<file path="src/rtl/core/lmsr_pkg.sv">
// Package for the LED matrix scroll renderer: render modes, opcodes, flag bits,
// controller states and the command and status structs between controller and datapath.
// No dependencies.
`default_nettype none

package lmsr_pkg;

   typedef enum logic [1:0] {
      MODE_EMPTY    = 2'd0,
      MODE_STABLE   = 2'd1,
      MODE_PIXEL    = 2'd2,
      MODE_RENDERED = 2'd3
   } mode_type;

   typedef enum logic [1:0] {
      ST_IDLE = 2'd0,
      ST_READ = 2'd1,
      ST_SHOW = 2'd2
   } ctrl_state_type;

   localparam logic [1:0] OP_TICK   = 2'd0;
   localparam logic [1:0] OP_LOAD   = 2'd1;
   localparam logic [1:0] OP_COMMIT = 2'd2;

   localparam logic [1:0] CSR_SCROLL_STEP = 2'd0;
   localparam logic [1:0] CSR_PHRASE_END  = 2'd1;
   localparam logic [1:0] CSR_STATIC_HOLD = 2'd2;

   localparam int FLAG_FIRST_BIT   = 0;
   localparam int FLAG_LAST_BIT    = 1;
   localparam int FLAG_PENDING_BIT = 2;

   localparam logic [7:0] IDLE_TICKS        = 8'd6;
   localparam logic [7:0] SCROLL_STEP_RESET = 8'd6;
   localparam logic [7:0] PHRASE_END_RESET  = 8'd12;
   localparam logic [7:0] STATIC_HOLD_RESET = 8'd12;

   typedef struct packed {
      logic apply;
      logic col_clear;
      logic read;
      logic col_next;
      logic finish;
   } ctrl_cmd_type;

   typedef struct packed {
      logic frame_start;
      logic last_col;
   } ctrl_status_type;

endpackage

`default_nettype wire

</file>
<file path="src/rtl/core/lmsr_ram.sv">
// Generic single-port-write, single-port-read RAM with a registered read.
// No dependencies.
`default_nettype none

module lmsr_ram #(
   parameter int WIDTH = 8,
   parameter int DEPTH = 192
) (
   input  wire logic                     clock,
   input  wire logic                     wr_en,
   input  wire logic [$clog2(DEPTH)-1:0] wr_addr,
   input  wire logic [WIDTH-1:0]         wr_data,
   input  wire logic                     rd_en,
   input  wire logic [$clog2(DEPTH)-1:0] rd_addr,
   output logic      [WIDTH-1:0]         rd_data
);

   logic [WIDTH-1:0] mem_ff [DEPTH];
   logic [WIDTH-1:0] rd_data_ff;

   always_ff @(posedge clock) begin
      if (wr_en) begin
         mem_ff[wr_addr] <= wr_data;
      end
      if (rd_en) begin
         rd_data_ff <= mem_ff[rd_addr];
      end
   end

   assign rd_data = rd_data_ff;

endmodule

`default_nettype wire

</file>
<file path="src/rtl/core/lmsr_ctrl.sv">
// Controller state machine: accepts items and sequences frame columns.
// Depends on lmsr_pkg.
`default_nettype none

module lmsr_ctrl import lmsr_pkg::*; (
   input  wire logic            clock,
   input  wire logic            reset,
   input  wire logic            req_valid,
   output logic                 req_stall,
   output logic                 rsp_valid,
   input  wire logic            rsp_stall,
   output ctrl_cmd_type         cmd,
   input  wire ctrl_status_type status
);

   ctrl_state_type state_ff, state_in;

   always_ff @(posedge clock) begin
      if (reset) begin
         state_ff <= ST_IDLE;
      end else begin
         state_ff <= state_in;
      end
   end

   always_comb begin
      cmd       = '0;
      state_in  = state_ff;
      req_stall = (state_ff != ST_IDLE);
      rsp_valid = (state_ff == ST_SHOW);
      unique case (state_ff)
         ST_IDLE: begin
            if (req_valid) begin
               if (status.frame_start) begin
                  cmd.col_clear = 1'b1;
                  state_in      = ST_READ;
               end else begin
                  cmd.apply = 1'b1;
               end
            end
         end
         ST_READ: begin
            cmd.read = 1'b1;
            state_in = ST_SHOW;
         end
         ST_SHOW: begin
            if (!rsp_stall) begin
               if (status.last_col) begin
                  cmd.finish = 1'b1;
                  state_in   = ST_IDLE;
               end else begin
                  cmd.col_next = 1'b1;
                  state_in     = ST_READ;
               end
            end
         end
         default: begin
            state_in = ST_IDLE;
         end
      endcase
   end

endmodule

`default_nettype wire

</file>
<file path="src/rtl/core/lmsr_datapath.sv">
// Datapath: marquee state, configuration registers, column RAM and frame column selection.
// Depends on lmsr_pkg and lmsr_ram.
`default_nettype none

module lmsr_datapath import lmsr_pkg::*; #(
   parameter int DISPLAY_WIDTH = 32,
   parameter int BUFFER_DEPTH  = 64
) (
   input  wire logic         clock,
   input  wire logic         reset,
   input  wire ctrl_cmd_type cmd,
   output ctrl_status_type   status,
   input  wire logic [1:0]   req_opcode,
   input  wire logic [7:0]   req_column_in,
   input  wire logic         req_first_part,
   input  wire logic         req_last_part,
   input  wire logic         csr_write_enable,
   input  wire logic [1:0]   csr_index,
   input  wire logic [7:0]   csr_write_data,
   output logic      [7:0]   rsp_column_out,
   output logic              rsp_frame_end
);

   localparam int CW = $clog2(DISPLAY_WIDTH + 1);
   localparam int SW = $clog2(BUFFER_DEPTH + 1);
   localparam int NW = ((CW > SW) ? CW : SW) + 1;
   localparam int RAM_DEPTH = 3 * BUFFER_DEPTH;
   localparam int AW = $clog2(RAM_DEPTH);
   localparam logic [NW-1:0] W_N = NW'(DISPLAY_WIDTH);
   localparam logic [SW-1:0] DEPTH_S = SW'(BUFFER_DEPTH);
   localparam logic [AW-1:0] BASE1 = AW'(BUFFER_DEPTH);
   localparam logic [AW-1:0] BASE2 = AW'(2 * BUFFER_DEPTH);
   localparam logic [1:0] BANK0 = 2'd0;
   localparam logic [1:0] BANK1 = 2'd1;
   localparam logic [1:0] BANK2 = 2'd2;

   function automatic logic [AW-1:0] bank_base(input logic [1:0] bank);
      logic [AW-1:0] base;
      base = '0;
      if (bank == BANK1) begin
         base = BASE1;
      end else if (bank == BANK2) begin
         base = BASE2;
      end
      return base;
   endfunction

   mode_type         mode_ff, mode_in;
   logic [SW-1:0]    size_a_ff, size_a_in, size_b_ff, size_b_in;
   logic [1:0]       flags_a_ff, flags_a_in, flags_b_ff, flags_b_in;
   logic [1:0]       bank_a_ff, bank_a_in, bank_b_ff, bank_b_in, stg_bank_ff, stg_bank_in;
   logic [SW-1:0]    stg_cnt_ff, stg_cnt_in;
   logic [2:0]       stg_flags_ff, stg_flags_in;
   logic [CW-1:0]    lead_ff, lead_in;
   logic [SW-1:0]    scroll_ff, scroll_in;
   logic [7:0]       ticks_ff, ticks_in;
   logic [7:0]       scroll_step_ff, phrase_end_ff, static_hold_ff;
   logic [CW-1:0]    col_ff, col_in;
   logic             blank_q_ff, end_q_ff;

   logic             pending;
   logic             load_ok;
   logic             blank;
   logic [AW-1:0]    rd_addr;
   logic [AW-1:0]    wr_addr;
   logic             wr_en;
   logic [7:0]       ram_q;

   assign pending = stg_flags_ff[FLAG_PENDING_BIT];
   assign load_ok = !pending && (stg_cnt_ff < DEPTH_S);
   assign wr_en   = cmd.apply && (req_opcode == OP_LOAD) && load_ok;
   assign wr_addr = bank_base(stg_bank_ff) + AW'(stg_cnt_ff);

   always_ff @(posedge clock) begin
      if (reset) begin
         mode_ff        <= MODE_EMPTY;
         size_a_ff      <= '0;
         size_b_ff      <= '0;
         flags_a_ff     <= '0;
         flags_b_ff     <= '0;
         bank_a_ff      <= BANK0;
         bank_b_ff      <= BANK1;
         stg_bank_ff    <= BANK2;
         stg_cnt_ff     <= '0;
         stg_flags_ff   <= '0;
         lead_ff        <= '0;
         scroll_ff      <= '0;
         ticks_ff       <= IDLE_TICKS;
         scroll_step_ff <= SCROLL_STEP_RESET;
         phrase_end_ff  <= PHRASE_END_RESET;
         static_hold_ff <= STATIC_HOLD_RESET;
         col_ff         <= '0;
      end else begin
         mode_ff      <= mode_in;
         size_a_ff    <= size_a_in;
         size_b_ff    <= size_b_in;
         flags_a_ff   <= flags_a_in;
         flags_b_ff   <= flags_b_in;
         bank_a_ff    <= bank_a_in;
         bank_b_ff    <= bank_b_in;
         stg_bank_ff  <= stg_bank_in;
         stg_cnt_ff   <= stg_cnt_in;
         stg_flags_ff <= stg_flags_in;
         lead_ff      <= lead_in;
         scroll_ff    <= scroll_in;
         ticks_ff     <= ticks_in;
         col_ff       <= col_in;
         if (csr_write_enable) begin
            if (csr_index == CSR_SCROLL_STEP) begin
               scroll_step_ff <= csr_write_data;
            end else if (csr_index == CSR_PHRASE_END) begin
               phrase_end_ff <= csr_write_data;
            end else if (csr_index == CSR_STATIC_HOLD) begin
               static_hold_ff <= csr_write_data;
            end
         end
      end
   end

   always_ff @(posedge clock) begin
      if (cmd.read) begin
         blank_q_ff <= blank;
         end_q_ff   <= (col_ff == CW'(DISPLAY_WIDTH - 1));
      end
   end

   always_comb begin
      if (cmd.col_clear) begin
         col_in = '0;
      end else if (cmd.col_next) begin
         col_in = col_ff + 1'b1;
      end else begin
         col_in = col_ff;
      end
   end

   // Buffers A and B are kept relative to the active one, so a swap exchanges them.
   // The staged matrix moves into a buffer by exchanging bank numbers.
   always_comb begin
      logic do_move;
      logic cont;
      logic [SW-1:0] new_size;
      logic [1:0] new_flags;
      mode_in      = mode_ff;
      size_a_in    = size_a_ff;
      size_b_in    = size_b_ff;
      flags_a_in   = flags_a_ff;
      flags_b_in   = flags_b_ff;
      bank_a_in    = bank_a_ff;
      bank_b_in    = bank_b_ff;
      stg_bank_in  = stg_bank_ff;
      stg_cnt_in   = stg_cnt_ff;
      stg_flags_in = stg_flags_ff;
      lead_in      = lead_ff;
      scroll_in    = scroll_ff;
      ticks_in     = ticks_ff;
      do_move      = 1'b0;
      cont         = 1'b1;
      new_size     = size_a_ff;
      new_flags    = flags_a_ff;

      if (cmd.apply) begin
         unique case (req_opcode)
            OP_LOAD: begin
               if (load_ok) begin
                  stg_cnt_in = stg_cnt_ff + 1'b1;
               end
            end
            OP_COMMIT: begin
               if (!pending && stg_cnt_ff != '0) begin
                  stg_flags_in = {1'b1, req_last_part, req_first_part};
               end
            end
            OP_TICK: begin
               if (ticks_ff != '0) begin
                  ticks_in = ticks_ff - 1'b1;
               end else begin
                  do_move = 1'b1;
                  if (mode_ff == MODE_EMPTY) begin
                     if (size_a_ff == '0 && size_b_ff == '0) begin
                        ticks_in = IDLE_TICKS;
                     end else begin
                        if (size_a_ff == '0) begin
                           size_a_in  = size_b_ff;
                           flags_a_in = flags_b_ff;
                           bank_a_in  = bank_b_ff;
                           size_b_in  = size_a_ff;
                           flags_b_in = flags_a_ff;
                           bank_b_in  = bank_a_ff;
                           new_size   = size_b_ff;
                           new_flags  = flags_b_ff;
                        end
                        if (NW'(new_size) <= W_N) begin
                           mode_in = MODE_STABLE;
                        end else begin
                           mode_in   = MODE_PIXEL;
                           lead_in   = new_flags[FLAG_FIRST_BIT] ? CW'(DISPLAY_WIDTH) : '0;
                           scroll_in = '0;
                        end
                        ticks_in = '0;
                     end
                  end else begin
                     mode_in   = MODE_EMPTY;
                     lead_in   = '0;
                     scroll_in = '0;
                     ticks_in  = IDLE_TICKS;
                  end
               end
            end
            default: begin
            end
         endcase
      end

      if (cmd.finish) begin
         do_move = 1'b1;
         if (mode_ff == MODE_STABLE) begin
            size_a_in  = '0;
            flags_a_in = '0;
            mode_in    = MODE_RENDERED;
            ticks_in   = static_hold_ff;
         end else begin
            if (lead_ff != '0) begin
               lead_in = lead_ff - 1'b1;
            end else if (scroll_ff < size_a_ff) begin
               scroll_in = scroll_ff + 1'b1;
            end else if (flags_a_ff[FLAG_LAST_BIT]) begin
               size_a_in  = '0;
               flags_a_in = '0;
               cont       = 1'b0;
            end else begin
               size_a_in  = size_b_ff;
               flags_a_in = flags_b_ff;
               bank_a_in  = bank_b_ff;
               size_b_in  = '0;
               flags_b_in = '0;
               bank_b_in  = bank_a_ff;
               scroll_in  = '0;
               cont       = (size_b_ff != '0);
            end
            if (!cont) begin
               mode_in = MODE_RENDERED;
            end
            ticks_in = cont ? scroll_step_ff : phrase_end_ff;
         end
      end

      if (do_move && pending) begin
         if (size_a_in == '0) begin
            stg_bank_in  = bank_a_in;
            bank_a_in    = stg_bank_ff;
            size_a_in    = stg_cnt_ff;
            flags_a_in   = stg_flags_ff[1:0];
            stg_cnt_in   = '0;
            stg_flags_in = '0;
         end else if (size_b_in == '0) begin
            stg_bank_in  = bank_b_in;
            bank_b_in    = stg_bank_ff;
            size_b_in    = stg_cnt_ff;
            flags_b_in   = stg_flags_ff[1:0];
            stg_cnt_in   = '0;
            stg_flags_in = '0;
         end
      end
   end

   // Source of the current frame column: leading blanks, A columns, B columns, blanks.
   always_comb begin
      logic stable;
      logic use_b;
      logic [NW-1:0] sa, sb, fit, lead_v, room, scr, avail, na, rem, nb, col_v, off, off_b;
      stable = (mode_ff == MODE_STABLE);
      sa     = NW'(size_a_ff);
      sb     = NW'(size_b_ff);
      fit    = (sa > W_N) ? W_N : sa;
      if (stable) begin
         lead_v = (W_N - fit) >> 1;
         scr    = '0;
      end else begin
         lead_v = NW'(lead_ff);
         scr    = NW'(scroll_ff);
      end
      room  = W_N - lead_v;
      avail = (sa > scr) ? (sa - scr) : '0;
      na    = (avail < room) ? avail : room;
      use_b = !stable && (na < room) && !flags_a_ff[FLAG_LAST_BIT] && (sb != '0);
      rem   = room - na;
      nb    = (rem < sb) ? rem : sb;
      col_v = NW'(col_ff);
      off   = col_v - lead_v;
      off_b = off - na;
      blank   = 1'b1;
      rd_addr = '0;
      if (col_v >= lead_v) begin
         if (off < na) begin
            blank   = 1'b0;
            rd_addr = bank_base(bank_a_ff) + AW'(scr + off);
         end else if (use_b && off_b < nb) begin
            blank   = 1'b0;
            rd_addr = bank_base(bank_b_ff) + AW'(off_b);
         end
      end
   end

   lmsr_ram #(
      .WIDTH (8),
      .DEPTH (RAM_DEPTH)
   ) u_ram (
      .clock   (clock),
      .wr_en   (wr_en),
      .wr_addr (wr_addr),
      .wr_data (req_column_in),
      .rd_en   (cmd.read),
      .rd_addr (rd_addr),
      .rd_data (ram_q)
   );

   assign status.frame_start = (req_opcode == OP_TICK) && (ticks_ff == '0)
                               && (mode_ff == MODE_STABLE || mode_ff == MODE_PIXEL);
   assign status.last_col    = end_q_ff;
   assign rsp_column_out     = blank_q_ff ? 8'd0 : ram_q;
   assign rsp_frame_end      = end_q_ff;

endmodule

`default_nettype wire

</file>
<file path="src/rtl/core/led_matrix_scroll_renderer.sv">
// Top level of the LED matrix scroll renderer: controller, datapath and column RAM.
// Load, commit and non-rendering tick items are applied in idle without a stall.
// A tick that renders a frame stalls requests while each column is read from the
// column RAM in ST_READ, registered and shown in ST_SHOW, which holds on rsp_stall.
// Synchronous active-high reset restores the register defaults and empty buffers;
// the column RAM is not cleared and needs no clearing pass.
`default_nettype none

module led_matrix_scroll_renderer import lmsr_pkg::*; #(
   parameter int DISPLAY_WIDTH = 32,
   parameter int BUFFER_DEPTH  = 64
) (
   input  wire logic       clock,
   input  wire logic       reset,
   input  wire logic       req_valid,
   output logic            req_stall,
   input  wire logic [1:0] req_opcode,
   input  wire logic [7:0] req_column_in,
   input  wire logic       req_first_part,
   input  wire logic       req_last_part,
   output logic            rsp_valid,
   input  wire logic       rsp_stall,
   output logic      [7:0] rsp_column_out,
   output logic            rsp_frame_end,
   input  wire logic       csr_write_enable,
   input  wire logic [1:0] csr_index,
   input  wire logic [7:0] csr_write_data
);

   ctrl_cmd_type    cmd;
   ctrl_status_type status;

   lmsr_ctrl u_ctrl (
      .clock     (clock),
      .reset     (reset),
      .req_valid (req_valid),
      .req_stall (req_stall),
      .rsp_valid (rsp_valid),
      .rsp_stall (rsp_stall),
      .cmd       (cmd),
      .status    (status)
   );

   lmsr_datapath #(
      .DISPLAY_WIDTH (DISPLAY_WIDTH),
      .BUFFER_DEPTH  (BUFFER_DEPTH)
   ) u_datapath (
      .clock            (clock),
      .reset            (reset),
      .cmd              (cmd),
      .status           (status),
      .req_opcode       (req_opcode),
      .req_column_in    (req_column_in),
      .req_first_part   (req_first_part),
      .req_last_part    (req_last_part),
      .csr_write_enable (csr_write_enable),
      .csr_index        (csr_index),
      .csr_write_data   (csr_write_data),
      .rsp_column_out   (rsp_column_out),
      .rsp_frame_end    (rsp_frame_end)
   );

endmodule

`default_nettype wire

</file>
<file path="config.mk">
export PLATFORM = sky130hd
export DESIGN_NAME = led_matrix_scroll_renderer
export DESIGN_NICKNAME = d
export VERILOG_FILES = /design/src/rtl/core/lmsr_pkg.sv /design/src/rtl/core/lmsr_ram.sv /design/src/rtl/core/lmsr_ctrl.sv /design/src/rtl/core/lmsr_datapath.sv /design/src/rtl/core/led_matrix_scroll_renderer.sv
export SDC_FILE = /design/constraint.sdc
export NUM_CORES = 2
export LEC_CHECK = 0
export BUFFER_PORTS_ARGS = -buffer_cell sky130_fd_sc_hd__buf_4
export CAP_MARGIN = 5
export CORE_MARGIN = 2
export CORE_UTILIZATION = 50
export DETAILED_ROUTE_END_ITERATION = 8
export PLACE_DENSITY_LB_ADDON = 0.12
export SYNTH_ARGS = -nofsm -noshare
export SYNTH_HDL_FRONTEND = slang
export SYNTH_SLANG_ARGS = --single-unit
</file>
<file path="constraint.sdc">
create_clock -name clock -period 29.5 [get_ports clock]
set_clock_uncertainty 0.15 [all_clocks]
set_input_delay 1.475 -clock clock [delete_from_list [all_inputs] [get_ports clock]]
set_output_delay 1.475 -clock clock [all_outputs]
set_load 0.05 [all_outputs]
</file>
==> qor_table.md <==
| Metric | Value |
| --- | --- |
| Kind of cell with the highest combined delay on the critical path | compound AO/OA/AOI/OAI gates |
| Data arrival time of the critical path | 15.42 ns |
| Setup WS post-layout | 14.51 ns |
| Sum of routed wire length over all layers | 230000 um |
| Leakage dissipation | 26.9 nW |
| Overall overflow remaining after global route | 0 |
| First-pass detailed-route iteration total | 6 |
| Post-route core utilization | 55.6% |
| Final weighted congestion in routability-driven placement | 0.905 |
| Yosys reg bits | 1635 |
| Via Count | 47200 |
| Wire length of the first global-routing pass | 327000 um |
| Fmax achieved | 66.7 MHz |
| Startpoint Class | flip-flop |
| Count of clock tree sinks | 1635 |
| Max transition margin | 0.404% |
| Die area | 0.144 sq mm |
| Number of cells on the worst reg-to-reg path | 46 |
| WS Path Type | flip-flop to flip-flop |
| Largest buffer count on any clock path | 3 |
| Average via count per standard cell | 6.41 |
| PnR Total Power | 4.65 mW |
| Final-report hold violation count | 0 |
| Number of standard cells after synthesis | 5375 |
| Post-CTS sizing | 0 |
| Number of rows created at floorplan | 137 |
| Worst path buffer plus inverter count | 5 |
| Number of design rule violations left after detail routing | 0 |
| HPWL after detailed placement | 138000 um |
| Count of hold buffers inserted by post-cts repair | 0 |
| Number of max-cap violations | 1 |
| Worst reg2reg endpoint | u_datapath.u_ram.rd_data[0] |
| Prevailing post-synth register cell | sky130_fd_sc_hd__edfxtp_1 |
| Met3 GRT Util | 7.27% |
| Net count after synthesis | 5487 |
| Library cell used as clock root buffer | sky130_fd_sc_hd__clkbuf_16 |
| Endpoint class of the critical path | flip-flop |
| Slowest cell on the critical path | sky130_fd_sc_hd__a22o_1 |
| Crit-path max FO | 46 |
| Final period util | 50.8% |
| Deepest level of the CTS H-tree | 4 |
| Post-detailed-route wirelength per cell | 31.2 um |
| Cell area after synthesis | 0.0704 sq mm |
| Worst-case register-to-register setup slack | 14.51 ns |
| Min Tclk post-route | 14.99 ns |
| Async set or reset register ratio after synthesis | 0% |
| Worst slack, placed | 14.87 ns |
| TritonCTS buffer count | 169 |
| Peak supply drop | 0.0523 mV |
| Port bufs | 37 |
| Clock transition at path regs | 0.06 ns |
| Unrepaired setup endpoints after global routing | no |
| Distinct cell type count of the synthesized netlist | 110 |
| Worst Tran Pin Value | 1.46 ns |
| Syn-to-layout area delta | 10.2% |
| Clock tree from TritonCTS | built |
| End point of the critical path | u_datapath.u_ram.rd_data[0] |
| Min-delay worst type | flip-flop to flip-flop |
| Violations in the final reports | capacitance limit |
| Final number of max-transition violations | 0 |
| Number of synthesis warnings | 0 |
| Run status | complete, but fails checks |
| ANT nets after route | 0 |
| Crit path launch | u_datapath.mode_ff[1] |
| CP most frequent cell | sky130_fd_sc_hd__ha_1 |
| Worst path depth | 46 |
| GR Layer Usage met2 | 47.5% |
| Number of DRC violations after detailed-routing iteration 0 | 6820 |
| Maximum number of pins on one net before global-route repair | 120 |
| Sum of negative setup slack | 0 ns |
| Number of antenna violations at the first check in global routing | 11 |
| Met1 GRT Util | 45.3% |
| Global-route usage over all layers | 31.9% |
| Clock insertion delay at the later pin of the skew report | 0.84 ns |
| Sequential fraction of the synthesis area | 68.5% |
| Floorplan Core Area | 0.140 sq mm |
| Vias in the first global route | 44400 |
| Number of primary I/O pins | 38 |
| Number of flops mapped to enable cells by yosys | 1546 |
| Final net count | 5463 |
| PwrDens | 60.0 mW/mm^2 |
| Grt peak-use layer | met2 |
| Worst path max stage delay | 1.01 ns |
| Die extent in y | 379 um |
| Layout cell share with drive strength beyond 1 | 9.24% |
| Width of the die | 379 um |
| Number of setup violations in the final report | 0 |
| Worst reg2reg path startpoint | u_datapath.mode_ff[1] |
| Number of buffers inserted to repair setup after CTS | 0 |
| Data required time of the worst path | 29.92 ns |
| Starting density of the core | 50.4% |
| Mean instance size in the synthesized netlist | 13.1 sq um |
[how the worst min path moves through the flow]
| stage | slack, ns | end | cells past startpoint | from |
|---|---|---|---|---|
| 5_1_grt | 0.35 | u_ctrl.state_ff[0] | 1 | u_ctrl.state_ff[0] |
| 4_1_cts | 0.32 | u_datapath.phrase_end_ff[2] | 2 | u_datapath.phrase_end_ff[2] |
| 6_report | 0.32 | u_datapath.phrase_end_ff[2] | 2 | u_datapath.phrase_end_ff[2] |
| 2_1_floorplan | 0.29 | u_datapath.scroll_step_ff[1] | 2 | u_datapath.scroll_step_ff[1] |
| 3_3_place_gp | 0.30 | u_datapath.phrase_end_ff[2] | 2 | u_datapath.phrase_end_ff[2] |
| 3_5_place_dp | 0.31 | u_datapath.phrase_end_ff[2] | 2 | u_datapath.phrase_end_ff[2] |
[worst register-to-register path, delay by kind of cell, from the launching register on]
kind	cells	cell delay, ns
AOI/OAI and AO/OA	22	6.89
xor gates and xnor gates	1	0.17
adders and majority gates	7	2.14
buffers and inverters	5	1.99
DFF	1	0.33
muxes	2	0.47
and+or+nand+nor	9	2.63
[Yosys cell counts (40+ instances only)]
master	number	area share, %
sky130_fd_sc_hd__a21oi_1	225	1.6
sky130_fd_sc_hd__and3_1	40	0.36
sky130_fd_sc_hd__mux2i_1	305	4.3
sky130_fd_sc_hd__mux2_2	52	0.83
sky130_fd_sc_hd__a211oi_1	43	0.46
sky130_fd_sc_hd__clkbuf_1	103	0.55
sky130_fd_sc_hd__nand2_1	881	4.7
sky130_fd_sc_hd__ha_1	81	1.4
sky130_fd_sc_hd__a31oi_1	76	0.68
sky130_fd_sc_hd__inv_1	74	0.39
sky130_fd_sc_hd__nor3_1	77	0.55
sky130_fd_sc_hd__edfxtp_1	1546	66
sky130_fd_sc_hd__nand3_1	291	2.1
sky130_fd_sc_hd__o21ai_0	131	0.93
sky130_fd_sc_hd__o22ai_1	44	0.39
sky130_fd_sc_hd__nor2_1	421	2.2
sky130_fd_sc_hd__o221ai_1	50	0.62
sky130_fd_sc_hd__o211ai_1	49	0.52
sky130_fd_sc_hd__dfxtp_1	89	2.5
sky130_fd_sc_hd__buf_2	147	1.0
[metrics by stage]
stage / hold WS [ns] / std cells / cell area (sq um)
2_1_floorplan: 0.287 / 5375 / 70400
3_3_place_gp: 0.300 / 7055 / 72300
3_5_place_dp: 0.309 / 7055 / 72300
4_1_cts: 0.323 / 7360 / 77600
5_1_grt: 0.346 / 7361 / 77600
6_report: 0.322 / 7362 / 77600
[routing by layer]
metal,share of wire (%),routed length (um)
met1,40,92700
met2,44,102000
met3,11,25400
met4,4.4,10100
met5,0.039,89
[cells by family after synthesis]
group / Yosys count / synth area share [%]
AND/OR/NAND/NOR: 1875 / 11.5
flip-flops: 1635 / 68.5
AO/OA/AOI/OAI: 956 / 9.52
buffers and inverters: 403 / 2.72
multiplexers: 370 / 5.53
adder cells (fa/ha/maj): 85 / 1.55
XOR/XNOR: 50 / 0.622
other: 1 / 0.00533
[where the power goes]
part	switching (mW)	internal, mW	leakage, nW	total [mW]
registers	0.00150	2.54	14.6	2.54
logic	0.0507	0.00786	9.71	0.0585
clock network	0.928	1.13	2.55	2.05
total	0.980	3.67	26.9	4.65
[registers in the layout (all words and copies together) (netlist names), 8 cells and up]
signal                     count
u_datapath.phrase_end_ff       8
u_datapath.scroll_step_ff      8
u_datapath.static_hold_ff      8
u_datapath.ticks_ff            8
u_datapath.u_ram.mem_ff     1536
u_datapath.u_ram.rd_data       8
[cell type report]
cell class / instances / area, sq um
Inverter: 75 / 282
Antenna cell: 1 / 2.50
Tap cell: 1876 / 2350
Fill cell: 11500 / 61900
Multi-Input combinational cell: 3337 / 20400
Sequential cell: 1635 / 48200
Clock inverter: 96 / 833
Clock buffer: 209 / 4400
Timing Repair Buffer: 133 / 1110
[cell usage in the layout, fill, tap and decap left out, types with 36 or more instances in the layout]
cell type,count
sky130_fd_sc_hd__edfxtp_1,1546
sky130_fd_sc_hd__nand3_1,289
sky130_fd_sc_hd__o21ai_0,131
sky130_fd_sc_hd__and3_1,40
sky130_fd_sc_hd__a21oi_1,223
sky130_fd_sc_hd__nand2_1,869
sky130_fd_sc_hd__a21o_1,36
sky130_fd_sc_hd__mux2_2,52
sky130_fd_sc_hd__clkbuf_1,39
sky130_fd_sc_hd__o22ai_1,44
sky130_fd_sc_hd__a31oi_1,75
sky130_fd_sc_hd__inv_1,73
sky130_fd_sc_hd__ha_1,81
sky130_fd_sc_hd__nor3_1,77
sky130_fd_sc_hd__a211oi_1,43
sky130_fd_sc_hd__clkinv_1,42
sky130_fd_sc_hd__clkbuf_16,170
sky130_fd_sc_hd__dfxtp_1,89
sky130_fd_sc_hd__mux2i_1,304
sky130_fd_sc_hd__nor2_1,419
sky130_fd_sc_hd__o221ai_1,50
sky130_fd_sc_hd__buf_4,118
sky130_fd_sc_hd__o211ai_1,49
Power figures use the tool's default switching activity.
